## src/hw/rtl/cbed_pkg.sv

```systemverilog
`timescale 1ns / 1ps
// ----------------------------------------------------------------------------
// cbed_pkg
// shared types and constants for the channel busy energy detector
// ----------------------------------------------------------------------------
package cbed_pkg;

    localparam int CFG_IDX_W = 2;
    localparam int CFG_DATA_W = 16;

    localparam logic [CFG_IDX_W-1:0] CFG_THRESHOLD = 2'd0;
    localparam logic [CFG_IDX_W-1:0] CFG_HOLD = 2'd1;
    localparam logic [CFG_IDX_W-1:0] CFG_WINDOW = 2'd2;

    localparam logic KIND_OBSERVE = 1'b0;
    localparam logic KIND_QUERY = 1'b1;

    localparam logic [15:0] THRESHOLD_RESET = 16'd1638;
    localparam logic [15:0] HOLD_RESET = 16'd200;
    localparam logic [15:0] WINDOW_RESET = 16'd100;

    typedef struct packed {
        logic        kind;
        logic [31:0] now_ms;
        logic [15:0] level;
        logic        blackout;
        logic [15:0] guard_ms;
    } req_t;

    typedef struct packed {
        logic        idle;
        logic [15:0] window_mean;
        logic [15:0] current_level;
        logic [31:0] quiet_ms;
        logic [31:0] last_busy_ms;
    } rsp_t;

    typedef enum logic [3:0] {
        ST_IDLE,
        ST_DROP_RD,
        ST_DROP_WAIT,
        ST_DROP_DO,
        ST_APPEND,
        ST_PRUNE_RD,
        ST_PRUNE_WAIT,
        ST_PRUNE_CHK,
        ST_DIV,
        ST_DECIDE,
        ST_OUT
    } state_t;

endpackage

```

## src/hw/rtl/cbed_if.sv

```systemverilog
`timescale 1ns / 1ps
// ----------------------------------------------------------------------------
// cbed_req_if / cbed_rsp_if
// valid/ready channels for requests and results
// ----------------------------------------------------------------------------
interface cbed_req_if;
    logic           valid;
    logic           ready;
    cbed_pkg::req_t data;
    modport source (output valid, output data, input ready);
    modport sink (input valid, input data, output ready);
endinterface

interface cbed_rsp_if;
    logic           valid;
    logic           ready;
    cbed_pkg::rsp_t data;
    modport source (output valid, output data, input ready);
    modport sink (input valid, input data, output ready);
endinterface

```

## src/hw/rtl/cbed_ram.sv

```systemverilog
`timescale 1ns / 1ps
// ----------------------------------------------------------------------------
// cbed_ram
// generic simple dual-port ram (one write port, one read port) with registered read
// ----------------------------------------------------------------------------
module cbed_ram #(
    parameter int WIDTH = 16,
    parameter int DEPTH = 64
) (
    input  logic                     clk,
    input  logic                     we,
    input  logic [$clog2(DEPTH)-1:0] waddr,
    input  logic [WIDTH-1:0]         wdata,
    input  logic [$clog2(DEPTH)-1:0] raddr,
    output logic [WIDTH-1:0]         rdata
);
    logic [WIDTH-1:0] mem [DEPTH];

    always_ff @(posedge clk)
    begin
        if (we)
        begin
            mem[waddr] <= wdata;
        end
        rdata <= mem[raddr];
    end
endmodule

```

## src/hw/rtl/cbed_front.sv

```systemverilog
`timescale 1ns / 1ps
// ----------------------------------------------------------------------------
// cbed_front
// accepts requests into a two-entry queue toward the window engine
// ----------------------------------------------------------------------------
module cbed_front (
    input  logic clk,
    input  logic rst_n,
    cbed_req_if.sink   in,
    cbed_req_if.source q
);
    cbed_pkg::req_t slot_reg [2];
    logic [1:0] cnt_reg, cnt_next;
    logic       wp_reg, rp_reg;
    logic       push, pop;

    assign in.ready = (cnt_reg != 2'd2);
    assign push = in.valid && in.ready;
    assign pop = q.valid && q.ready;
    assign q.valid = (cnt_reg != 2'd0);
    assign q.data = slot_reg[rp_reg];

    always_comb
    begin
        cnt_next = cnt_reg;
        if (push && !pop)
        begin
            cnt_next = cnt_reg + 2'd1;
        end
        else if (pop && !push)
        begin
            cnt_next = cnt_reg - 2'd1;
        end
    end

    always_ff @(posedge clk or negedge rst_n)
    begin
        if (!rst_n)
        begin
            cnt_reg <= 2'd0;
            wp_reg <= 1'b0;
            rp_reg <= 1'b0;
        end
        else
        begin
            cnt_reg <= cnt_next;
            if (push)
            begin
                wp_reg <= ~wp_reg;
            end
            if (pop)
            begin
                rp_reg <= ~rp_reg;
            end
        end
    end

    always_ff @(posedge clk)
    begin
        if (push)
        begin
            slot_reg[wp_reg] <= in.data;
        end
    end
endmodule

```

## src/hw/rtl/cbed_back.sv

```systemverilog
`timescale 1ns / 1ps
// ----------------------------------------------------------------------------
// cbed_back
// window engine: append, prune, serial mean divide and quiet tracking
// ----------------------------------------------------------------------------
module cbed_back #(
    parameter int WINDOW_DEPTH = 64
) (
    input  logic                             clk,
    input  logic                             rst_n,
    input  logic [15:0]                      threshold,
    input  logic [15:0]                      hold,
    input  logic [15:0]                      window,
    cbed_req_if.sink                         q,
    cbed_rsp_if.source                       out
);
    localparam int IW = $clog2(WINDOW_DEPTH);
    localparam int CW = $clog2(WINDOW_DEPTH + 1);
    localparam int SW = CW + 16;
    localparam int DIV_CNT_W = $clog2(SW + 1);

    cbed_pkg::state_t state_reg, state_next;
    cbed_pkg::req_t   req_reg;
    cbed_pkg::rsp_t   rsp_reg;

    logic [IW-1:0] oldest_reg;
    logic [CW-1:0] count_reg;
    logic [SW-1:0] sum_reg;
    logic [15:0]   last_level_reg;
    logic          quiet_run_reg, quiet_rst_reg;
    logic [31:0]   quiet_start_reg, busy_reg;
    logic          out_valid_reg;

    // divider
    logic [SW-1:0]        quo_reg;
    logic [CW:0]          rem_reg;
    logic [DIV_CNT_W-1:0] div_cnt_reg;

    logic [IW-1:0] raddr, waddr, slot;
    logic [CW:0]   slot_sum;
    logic [IW-1:0] oldest_inc;
    logic          we;
    logic [31:0]   t_rd;
    logic [15:0]   l_rd;
    logic [31:0]   age;
    logic [31:0]   win;
    logic [CW:0]   rem_sh;
    logic [15:0]   mean;
    logic [31:0]   quiet;
    logic [32:0]   need;

    cbed_ram #(.WIDTH(32), .DEPTH(WINDOW_DEPTH)) u_time (
        .clk(clk), .we(we), .waddr(waddr), .wdata(req_reg.now_ms),
        .raddr(raddr), .rdata(t_rd)
    );
    cbed_ram #(.WIDTH(16), .DEPTH(WINDOW_DEPTH)) u_level (
        .clk(clk), .we(we), .waddr(waddr), .wdata(req_reg.level),
        .raddr(raddr), .rdata(l_rd)
    );

    // circular index wrap by compare
    assign slot_sum = (CW+1)'(oldest_reg) + {1'b0, count_reg};
    assign slot = (slot_sum >= (CW+1)'(WINDOW_DEPTH))
        ? IW'(slot_sum - (CW+1)'(WINDOW_DEPTH)) : IW'(slot_sum);
    assign oldest_inc = (oldest_reg == IW'(WINDOW_DEPTH - 1)) ? '0 : oldest_reg + IW'(1);
    assign waddr = slot;
    assign we = (state_reg == cbed_pkg::ST_APPEND);
    assign raddr = oldest_reg;
    assign age = req_reg.now_ms - t_rd;
    assign win = (window == 16'd0) ? 32'd1 : {16'd0, window};
    assign rem_sh = {rem_reg[CW-1:0], quo_reg[SW-1]};
    assign mean = (count_reg == '0) ? 16'd0 : quo_reg[15:0];

    assign q.ready = (state_reg == cbed_pkg::ST_IDLE);
    assign out.valid = out_valid_reg;
    assign out.data = rsp_reg;

    always_comb
    begin
        state_next = state_reg;
        unique case (state_reg)
            cbed_pkg::ST_IDLE:
                if (q.valid)
                begin
                    state_next = cbed_pkg::ST_DIV;
                    if (q.data.kind == cbed_pkg::KIND_OBSERVE && !q.data.blackout)
                    begin
                        state_next = (count_reg >= CW'(WINDOW_DEPTH))
                            ? cbed_pkg::ST_DROP_RD : cbed_pkg::ST_APPEND;
                    end
                end
            cbed_pkg::ST_DROP_RD:    state_next = cbed_pkg::ST_DROP_WAIT;
            cbed_pkg::ST_DROP_WAIT:  state_next = cbed_pkg::ST_DROP_DO;
            cbed_pkg::ST_DROP_DO:    state_next = cbed_pkg::ST_APPEND;
            cbed_pkg::ST_APPEND:     state_next = cbed_pkg::ST_PRUNE_RD;
            cbed_pkg::ST_PRUNE_RD:   state_next = cbed_pkg::ST_PRUNE_WAIT;
            cbed_pkg::ST_PRUNE_WAIT: state_next = cbed_pkg::ST_PRUNE_CHK;
            cbed_pkg::ST_PRUNE_CHK:
                if (count_reg != '0 && age > win)
                begin
                    state_next = cbed_pkg::ST_PRUNE_RD;
                end
                else
                begin
                    state_next = cbed_pkg::ST_DIV;
                end
            cbed_pkg::ST_DIV:
                if (div_cnt_reg == DIV_CNT_W'(SW))
                begin
                    state_next = cbed_pkg::ST_DECIDE;
                end
            cbed_pkg::ST_DECIDE:     state_next = cbed_pkg::ST_OUT;
            cbed_pkg::ST_OUT:
                if (!out_valid_reg)
                begin
                    state_next = cbed_pkg::ST_IDLE;
                end
            default:                 state_next = cbed_pkg::ST_IDLE;
        endcase
    end

    always_comb
    begin
        if (!quiet_run_reg)
        begin
            quiet = 32'd0;
        end
        else if (quiet_rst_reg)
        begin
            quiet = 32'hFFFF_FFFF;
        end
        else
        begin
            quiet = req_reg.now_ms - quiet_start_reg;
        end
        need = {17'd0, hold} + {17'd0, req_reg.guard_ms};
    end

    always_ff @(posedge clk or negedge rst_n)
    begin
        if (!rst_n)
        begin
            state_reg <= cbed_pkg::ST_IDLE;
            oldest_reg <= '0;
            count_reg <= '0;
            sum_reg <= '0;
            last_level_reg <= 16'd0;
            quiet_run_reg <= 1'b1;
            quiet_rst_reg <= 1'b1;
            quiet_start_reg <= 32'd0;
            busy_reg <= 32'd0;
            out_valid_reg <= 1'b0;
            div_cnt_reg <= '0;
        end
        else
        begin
            state_reg <= state_next;
            if (out_valid_reg && out.ready)
            begin
                out_valid_reg <= 1'b0;
            end
            unique case (state_reg)
                cbed_pkg::ST_IDLE:
                    if (q.valid && q.data.kind == cbed_pkg::KIND_OBSERVE)
                    begin
                        last_level_reg <= q.data.level;
                        if (q.data.blackout)
                        begin
                            count_reg <= '0;
                            sum_reg <= '0;
                            busy_reg <= q.data.now_ms;
                            quiet_run_reg <= 1'b0;
                            quiet_rst_reg <= 1'b0;
                        end
                    end
                cbed_pkg::ST_DROP_DO:
                begin
                    sum_reg <= sum_reg - SW'(l_rd);
                    oldest_reg <= oldest_inc;
                    count_reg <= count_reg - CW'(1);
                end
                cbed_pkg::ST_APPEND:
                begin
                    count_reg <= count_reg + CW'(1);
                    sum_reg <= sum_reg + SW'(req_reg.level);
                end
                cbed_pkg::ST_PRUNE_CHK:
                    if (count_reg != '0 && age > win)
                    begin
                        sum_reg <= (count_reg == CW'(1)) ? '0 : sum_reg - SW'(l_rd);
                        oldest_reg <= oldest_inc;
                        count_reg <= count_reg - CW'(1);
                    end
                cbed_pkg::ST_DIV:
                    div_cnt_reg <= div_cnt_reg + DIV_CNT_W'(1);
                cbed_pkg::ST_DECIDE:
                begin
                    div_cnt_reg <= '0;
                    if (req_reg.kind == cbed_pkg::KIND_OBSERVE && !req_reg.blackout)
                    begin
                        if (mean > threshold)
                        begin
                            busy_reg <= req_reg.now_ms;
                            quiet_run_reg <= 1'b0;
                            quiet_rst_reg <= 1'b0;
                        end
                        else if (!quiet_run_reg)
                        begin
                            quiet_run_reg <= 1'b1;
                            quiet_rst_reg <= 1'b0;
                            quiet_start_reg <= req_reg.now_ms;
                        end
                    end
                end
                cbed_pkg::ST_OUT:
                    if (!out_valid_reg)
                    begin
                        out_valid_reg <= 1'b1;
                    end
                default:
                begin
                end
            endcase
        end
    end

    // payload registers
    always_ff @(posedge clk)
    begin
        if (state_reg == cbed_pkg::ST_IDLE && q.valid)
        begin
            req_reg <= q.data;
        end
        if (state_reg == cbed_pkg::ST_DIV)
        begin
            if (div_cnt_reg == '0)
            begin
                quo_reg <= sum_reg;
                rem_reg <= '0;
            end
            else
            begin
                // restoring divide step, one quotient bit
                if (rem_sh >= {1'b0, count_reg})
                begin
                    rem_reg <= rem_sh - {1'b0, count_reg};
                    quo_reg <= {quo_reg[SW-2:0], 1'b1};
                end
                else
                begin
                    rem_reg <= rem_sh;
                    quo_reg <= {quo_reg[SW-2:0], 1'b0};
                end
            end
        end
        if (state_reg == cbed_pkg::ST_OUT && !out_valid_reg)
        begin
            rsp_reg.idle <= quiet_run_reg && ({1'b0, quiet} >= need);
            rsp_reg.window_mean <= mean;
            rsp_reg.current_level <= last_level_reg;
            rsp_reg.quiet_ms <= quiet;
            rsp_reg.last_busy_ms <= busy_reg;
        end
    end
endmodule

```

## src/hw/rtl/channel_busy_energy_detector.sv

```systemverilog
`timescale 1ns / 1ps
// ----------------------------------------------------------------------------
// channel_busy_energy_detector
// energy-detect carrier sense over a time-stamped level window
// ----------------------------------------------------------------------------
// flow: an observe drops the oldest entry when the store is full, appends, then
//   prunes expired entries one ram read at a time; queries and blackouts go straight
//   to a serial mean divide over clog2(depth+1)+16 bits, which every request runs
// throughput: one request at a time in the window engine; two queued in front
// reset: empty window, idle with quiet time saturated, registers at defaults
module channel_busy_energy_detector #(
    parameter int WINDOW_DEPTH = 64
) (
    input  logic clk,
    input  logic rst_n,
    input  logic                               cfg_we,
    input  logic [cbed_pkg::CFG_IDX_W-1:0]     cfg_index,
    input  logic [cbed_pkg::CFG_DATA_W-1:0]    cfg_data,
    cbed_req_if.sink                           in,
    cbed_rsp_if.source                         out
);
    logic [15:0] threshold_reg, hold_reg, window_reg;

    cbed_req_if q_if ();

    always_ff @(posedge clk or negedge rst_n)
    begin
        if (!rst_n)
        begin
            threshold_reg <= cbed_pkg::THRESHOLD_RESET;
            hold_reg <= cbed_pkg::HOLD_RESET;
            window_reg <= cbed_pkg::WINDOW_RESET;
        end
        else if (cfg_we)
        begin
            unique case (cfg_index)
                cbed_pkg::CFG_THRESHOLD: threshold_reg <= cfg_data;
                cbed_pkg::CFG_HOLD:      hold_reg <= cfg_data;
                cbed_pkg::CFG_WINDOW:    window_reg <= cfg_data;
                default:
                begin
                end
            endcase
        end
    end

    cbed_front u_front (
        .clk(clk), .rst_n(rst_n), .in(in), .q(q_if.source)
    );

    cbed_back #(.WINDOW_DEPTH(WINDOW_DEPTH)) u_back (
        .clk(clk), .rst_n(rst_n),
        .threshold(threshold_reg), .hold(hold_reg), .window(window_reg),
        .q(q_if.sink), .out(out)
    );
endmodule
```

## src/flat_wrapper.sv

```systemverilog
// flat-port wrapper written by rule: the top's interface ports become plain ports
module channel_busy_energy_detector_flat 
#(
    parameter int WINDOW_DEPTH = 64
)
  (clk, rst_n, cfg_we, cfg_index, cfg_data, in_valid, in_data, in_ready, out_valid, out_data, out_ready);
  cbed_req_if in_i ();
  cbed_rsp_if out_i ();
  input  logic clk;
  input  logic rst_n;
  input  logic cfg_we;
  input  logic [cbed_pkg::CFG_IDX_W-1:0] cfg_index;
  input  logic [cbed_pkg::CFG_DATA_W-1:0] cfg_data;
  input wire logic [$bits(in_i.valid)-1:0] in_valid;
  input wire logic [$bits(in_i.data)-1:0] in_data;
  output wire logic [$bits(in_i.ready)-1:0] in_ready;
  output wire logic [$bits(out_i.valid)-1:0] out_valid;
  output wire logic [$bits(out_i.data)-1:0] out_data;
  input wire logic [$bits(out_i.ready)-1:0] out_ready;
  assign in_i.valid = in_valid;
  assign in_i.data = in_data;
  assign in_ready = in_i.ready;
  assign out_valid = out_i.valid;
  assign out_data = out_i.data;
  assign out_i.ready = out_ready;
  channel_busy_energy_detector #(.WINDOW_DEPTH(WINDOW_DEPTH)) u_core (.clk(clk), .rst_n(rst_n), .cfg_we(cfg_we), .cfg_index(cfg_index), .cfg_data(cfg_data), .in(in_i), .out(out_i));
endmodule
```

## config.mk

```make
export PLATFORM = sky130hd
export DESIGN_NAME = channel_busy_energy_detector_flat
export DESIGN_NICKNAME = d
export VERILOG_FILES = /design/src/hw/rtl/cbed_pkg.sv /design/src/hw/rtl/cbed_if.sv /design/src/hw/rtl/cbed_ram.sv /design/src/hw/rtl/cbed_front.sv /design/src/hw/rtl/cbed_back.sv /design/src/hw/rtl/channel_busy_energy_detector.sv /design/src/flat_wrapper.sv
export SDC_FILE = /design/constraint.sdc
export NUM_CORES = 2
export LEC_CHECK = 0
export ABC_AREA = 0
export BUFFER_PORTS_ARGS = -buffer_cell sky130_fd_sc_hd__buf_2
export CELL_PAD_IN_SITES_DETAIL_PLACEMENT = 0
export CELL_PAD_IN_SITES_GLOBAL_PLACEMENT = 2
export CORE_ASPECT_RATIO = 1.1
export CORE_UTILIZATION = 47
export CTS_BUF_LIST = sky130_fd_sc_hd__clkbuf_2 sky130_fd_sc_hd__clkbuf_4 sky130_fd_sc_hd__clkbuf_8
export DETAILED_ROUTE_END_ITERATION = 7
export PLACE_DENSITY_LB_ADDON = 0.1
export SYNTH_ARGS = -nofsm -noshare
export SYNTH_HDL_FRONTEND = slang
export SYNTH_SLANG_ARGS = --single-unit
```

## constraint.sdc

```tcl
create_clock -name clk -period 8.1 [get_ports clk]
set_input_delay 2.43 -clock clk [delete_from_list [all_inputs] [get_ports clk]]
set_output_delay 2.43 -clock clk [all_outputs]
set_load 0.01 [all_outputs]
```

==> flow_metrics.tcl <==
set metrics [dict create \
    grt_usage_pct 25.9 \
    grt_first_pass_wirelength_um 559000 \
    critical_path.cell_chain "buf_4 > ha_1 > a2111o_1 > o2111a_1 > nor2_1 > o21ai_0 > a21o_1 > a21oi_1 > xnor2_1 > ha_1 > nand4_1 > nor2_1 > a221o_1 > o31a_1 > nor3_1 > o2111a_1 > nand4_1 > or4_4 > o21a_2 > mux2_1" \
    yosysTopAreaCell "edfxtp_1" \
    syn_area_per_cell_um2 21.4 \
    setup_viol 0 \
    power_density_mw_per_mm2 331 \
    outcome "finished clean" \
    crit_type "reg2reg" \
    finalWorstSetupSlack_ns 1.96 \
    post_drt_wl_per_cell_um 33.4 \
    leakage_uw 0.0527 \
    cts_root_buf "clkbuf_8" \
    drc 0 \
    synth-edff-count 3397 \
    path_clk_slew_ns 0.06 \
    regArea_mm2 0.108 \
    core_mm2 0.304 \
    initial_utilization_pct 47.3 \
    crit_fanout 68 \
    num_vias 71858 \
    grt_overflow 0 \
    yosysTopAreaCellShare_pct 70.9 \
    p_int_uw 37500 \
    cts_sinks 3625 \
    vias_per_cell 6.03 \
    max_freq_mhz 163 \
    ys.flop_type "edfxtp_1" \
    finalHoldViolCount 0 \
    dpl.hpwl_um 218000 \
    grt_pass1_vias 74047 \
    period_minus_slack_ns 6.14 \
    antenna_found_initial 21 \
    drt_iter0_markers 7679 \
    hp-start "u_core.u_back.last_level_reg[3]$_DFFE_PN0P_" \
    end_kind "flop" \
    fin_crit_sh_pct 75.8 \
    grt_max_degree 139 \
    dieArea_mm2 0.308 \
    cts_tree "built" \
    rsz0062_at_grt "no" \
    yosysWarnings 0 \
    ctsResizeCount 0 \
    r2r_start "u_core.u_back.req_reg[39]$_DFFE_PP_" \
    wirelength_um 399000 \
    cts_buffer_depth 4 \
    tns_ns 0 \
    pwr-share-clk_pct 28.9 \
    crit_path_max_incr_delay_ns 0.60 \
    swShare_pct 30.5 \
    ctsHoldBuffers 0 \
    ir_drop_mv 0.257 \
    crit_slowest_cell "o21a_2" \
    cp_num_buf_inv 1 \
    holdPathEnd "u_core.u_back.out.data[67]$_DFFE_PP_" \
    r2r_cells 20 \
    finClkSkew_ns 0.0521 \
    largest_reg_flops 2048 \
    async_flop_share_pct 4.97 \
    die_w_um 530 \
    hold_path.class "reg2reg" \
    crit_arrival_ns 7.21 \
    cts_setup_buffers 0 \
    syn-instance-count 6716 \
    seq_power_share_pct 43.4 \
    syn_area_mm2 0.144 \
    required_ns 9.17 \
    synth_fp_nets 6991 \
    drv_slew 0 \
    gp_congestion 0.812 \
    multi_input_area_mm2 0.0351 \
    floorplan.rows 212 \
    cts_max_level 6 \
    min_path_cells 0 \
    dieHeight_um 582 \
    num-nets-final 7663 \
    r2r_slack_ns 1.96 \
    power_switching_uw 16500 \
    port_buffers 187 \
    r2r_end "u_core.u_back.sum_reg[13]$_DFFE_PN0P_" \
    synth_seq_cells 3625 \
    worst_setup_path_start_kind "flop" \
    clkLatencyLatePin_ns 1.20 \
    drt-pass1-iter-count 6 \
    tightest_slew_ns 1.31 \
    n_fill_cell 23726 \
    maxCapViolations 0 \
    yosys-top-cells-area "edfxtp_1, mux4_2, dfrtp_1, ha_1, mux2_2" \
    cts_made_buffers 593 \
    boundaryPins 188 \
    slew_headroom_pct 12.3 \
    drive_above_1_share_pct 33.3 \
    synth_seq_area_share_pct 74.7 \
    crit_family "compound AO/OA/AOI/OAI gates" \
    synth_cell_types 84 \
    ant_nets 0 \
    pre_cts_ws_ns 1.96 \
    area_growth_pct 13.2 \
    p_comb_share_pct 27.6 \
]
cells by family (layout without fill, tap and decap cells):
| family | after synthesis | in the layout | share of synthesized area [%] |
|---|---|---|---|
| DFF | 3625 | 3625 | 74.7 |
| muxes | 1251 | 1251 | 17.6 |
| and+or+nand+nor | 547 | 547 | 1.80 |
| AOI/OAI and AO/OA | 508 | 508 | 2.29 |
| buffers and inverters | 498 | 1625 | 1.32 |
| adders and majority gates | 186 | 186 | 1.65 |
| xor gates and xnor gates | 101 | 101 | 0.615 |
| other | 0 | 12 | 0 |
worst max-delay path by stage:
stage,startpoint,end,slack (ns),cells past startpoint
floorplan,u_core.u_back.state_reg[1]$_DFFE_PN0P_,u_core.u_back.last_level_reg[10]$_DFFE_PN0P_,2.17,7
global placement,u_core.u_back.req_reg[39]$_DFFE_PP_,u_core.u_back.sum_reg[13]$_DFFE_PN0P_,1.96,20
detailed placement,u_core.u_back.req_reg[34]$_DFFE_PP_,u_core.u_back.sum_reg[13]$_DFFE_PN0P_,1.96,18
CTS,u_core.u_back.req_reg[39]$_DFFE_PP_,u_core.u_back.sum_reg[13]$_DFFE_PN0P_,1.93,20
global route,u_core.u_back.req_reg[39]$_DFFE_PP_,u_core.u_back.sum_reg[13]$_DFFE_PN0P_,1.56,20
finish,u_core.u_back.req_reg[39]$_DFFE_PP_,u_core.u_back.sum_reg[13]$_DFFE_PN0P_,1.96,20
power groups by stage:
stage | registers [uW] | logic (uW) | clock network [uW]
floorplan | 24000 | 10200 | 0
global placement | 23800 | 15000 | 0
detailed placement | 23800 | 15100 | 0
CTS | 23500 | 15100 | 15900
global route | 23600 | 16200 | 16700
finish | 23500 | 14900 | 15600
final cells by class:
type,count,area share (%)
diodes,12,0.0184
inverters,195,0.449
clock inverters,222,0.868
well taps,4066,3.12
repair buffers,380,1.84
multi-input cells,2593,21.5
clock buffers,828,6.18
flip-flops and latches,3625,66.0
cells in the final DEF (no fill, tap or decap), types with 29 or more instances in the layout:
| master | count |
|---|---|
| edfxtp_1 | 3397 |
| mux4_2 | 1008 |
| clkbuf_8 | 615 |
| clkbuf_4 | 213 |
| inv_1 | 194 |
| buf_2 | 186 |
| ha_1 | 179 |
| mux2_2 | 171 |
| a21oi_1 | 159 |
| dfrtp_1 | 159 |
| buf_4 | 145 |
| nor2_1 | 135 |
| clkinv_1 | 120 |
| nand2_1 | 114 |
| o21ai_0 | 92 |
| mux2i_1 | 70 |
| nor2_4 | 66 |
| xnor2_1 | 58 |
| a21o_1 | 51 |
| buf_12 | 48 |
| dfxtp_1 | 48 |
| clkinv_2 | 45 |
| xor2_1 | 43 |
| nand3_1 | 37 |
| nor3_1 | 35 |
| nand4_1 | 29 |
per-layer routing:
layer / GRT usage (%) / part of all wire, % / vias up
li1: - / - / 29445
met1: 36.3 / 42 / 39168
met2: 42.5 / 49 / 2737
met3: 4.61 / 6.9 / 508
met4: 5.54 / 2.0 / 0
met5: 0 / 0 / -
cells in the mapped netlist, drive strengths merged, types with 5 or more instances:
master and instances:
fa 7, o21a 27, ha 179, a21o 51, buf 68, o21ai 101, dfrtp 166, mux4 1008
nor2b 16, a311oi 6, a221oi 6, mux2 173, nor3 37, xnor2 58, dfstp 14, and4 6
or2 9, a22oi 13, clkbuf 235, and3 13, dfxtp 48, and2 27, inv 195, nor3b 5
o2111ai 8, nand3 37, o31ai 8, nand3b 6, edfxtp 3397, a21boi 9, nand4 29, nand2 115
o211ai 15, o31a 8, o21bai 15, nor2 202, or3 5, a211oi 10, nor4 13, xor2 43
mux2i 70, nand2b 17, a31oi 18, a21oi 160
stage by stage:
step                      hold WS, ns  utilization (%)  cells  instance area, um^2  total power [uW]
after global routing            0.455             53.6  11916               163000             56400
after floorplan                 0.419                -   6716               144000             34200
after CTS                       0.442             53.6  11909               163000             54500
final                           0.441             53.6  11921               163000             54000
after detailed placement        0.426             49.8  10859               151000             38900
after global placement          0.427             49.8  10859               151000             38800
Note: power is estimated with default switching activity, not from simulation.
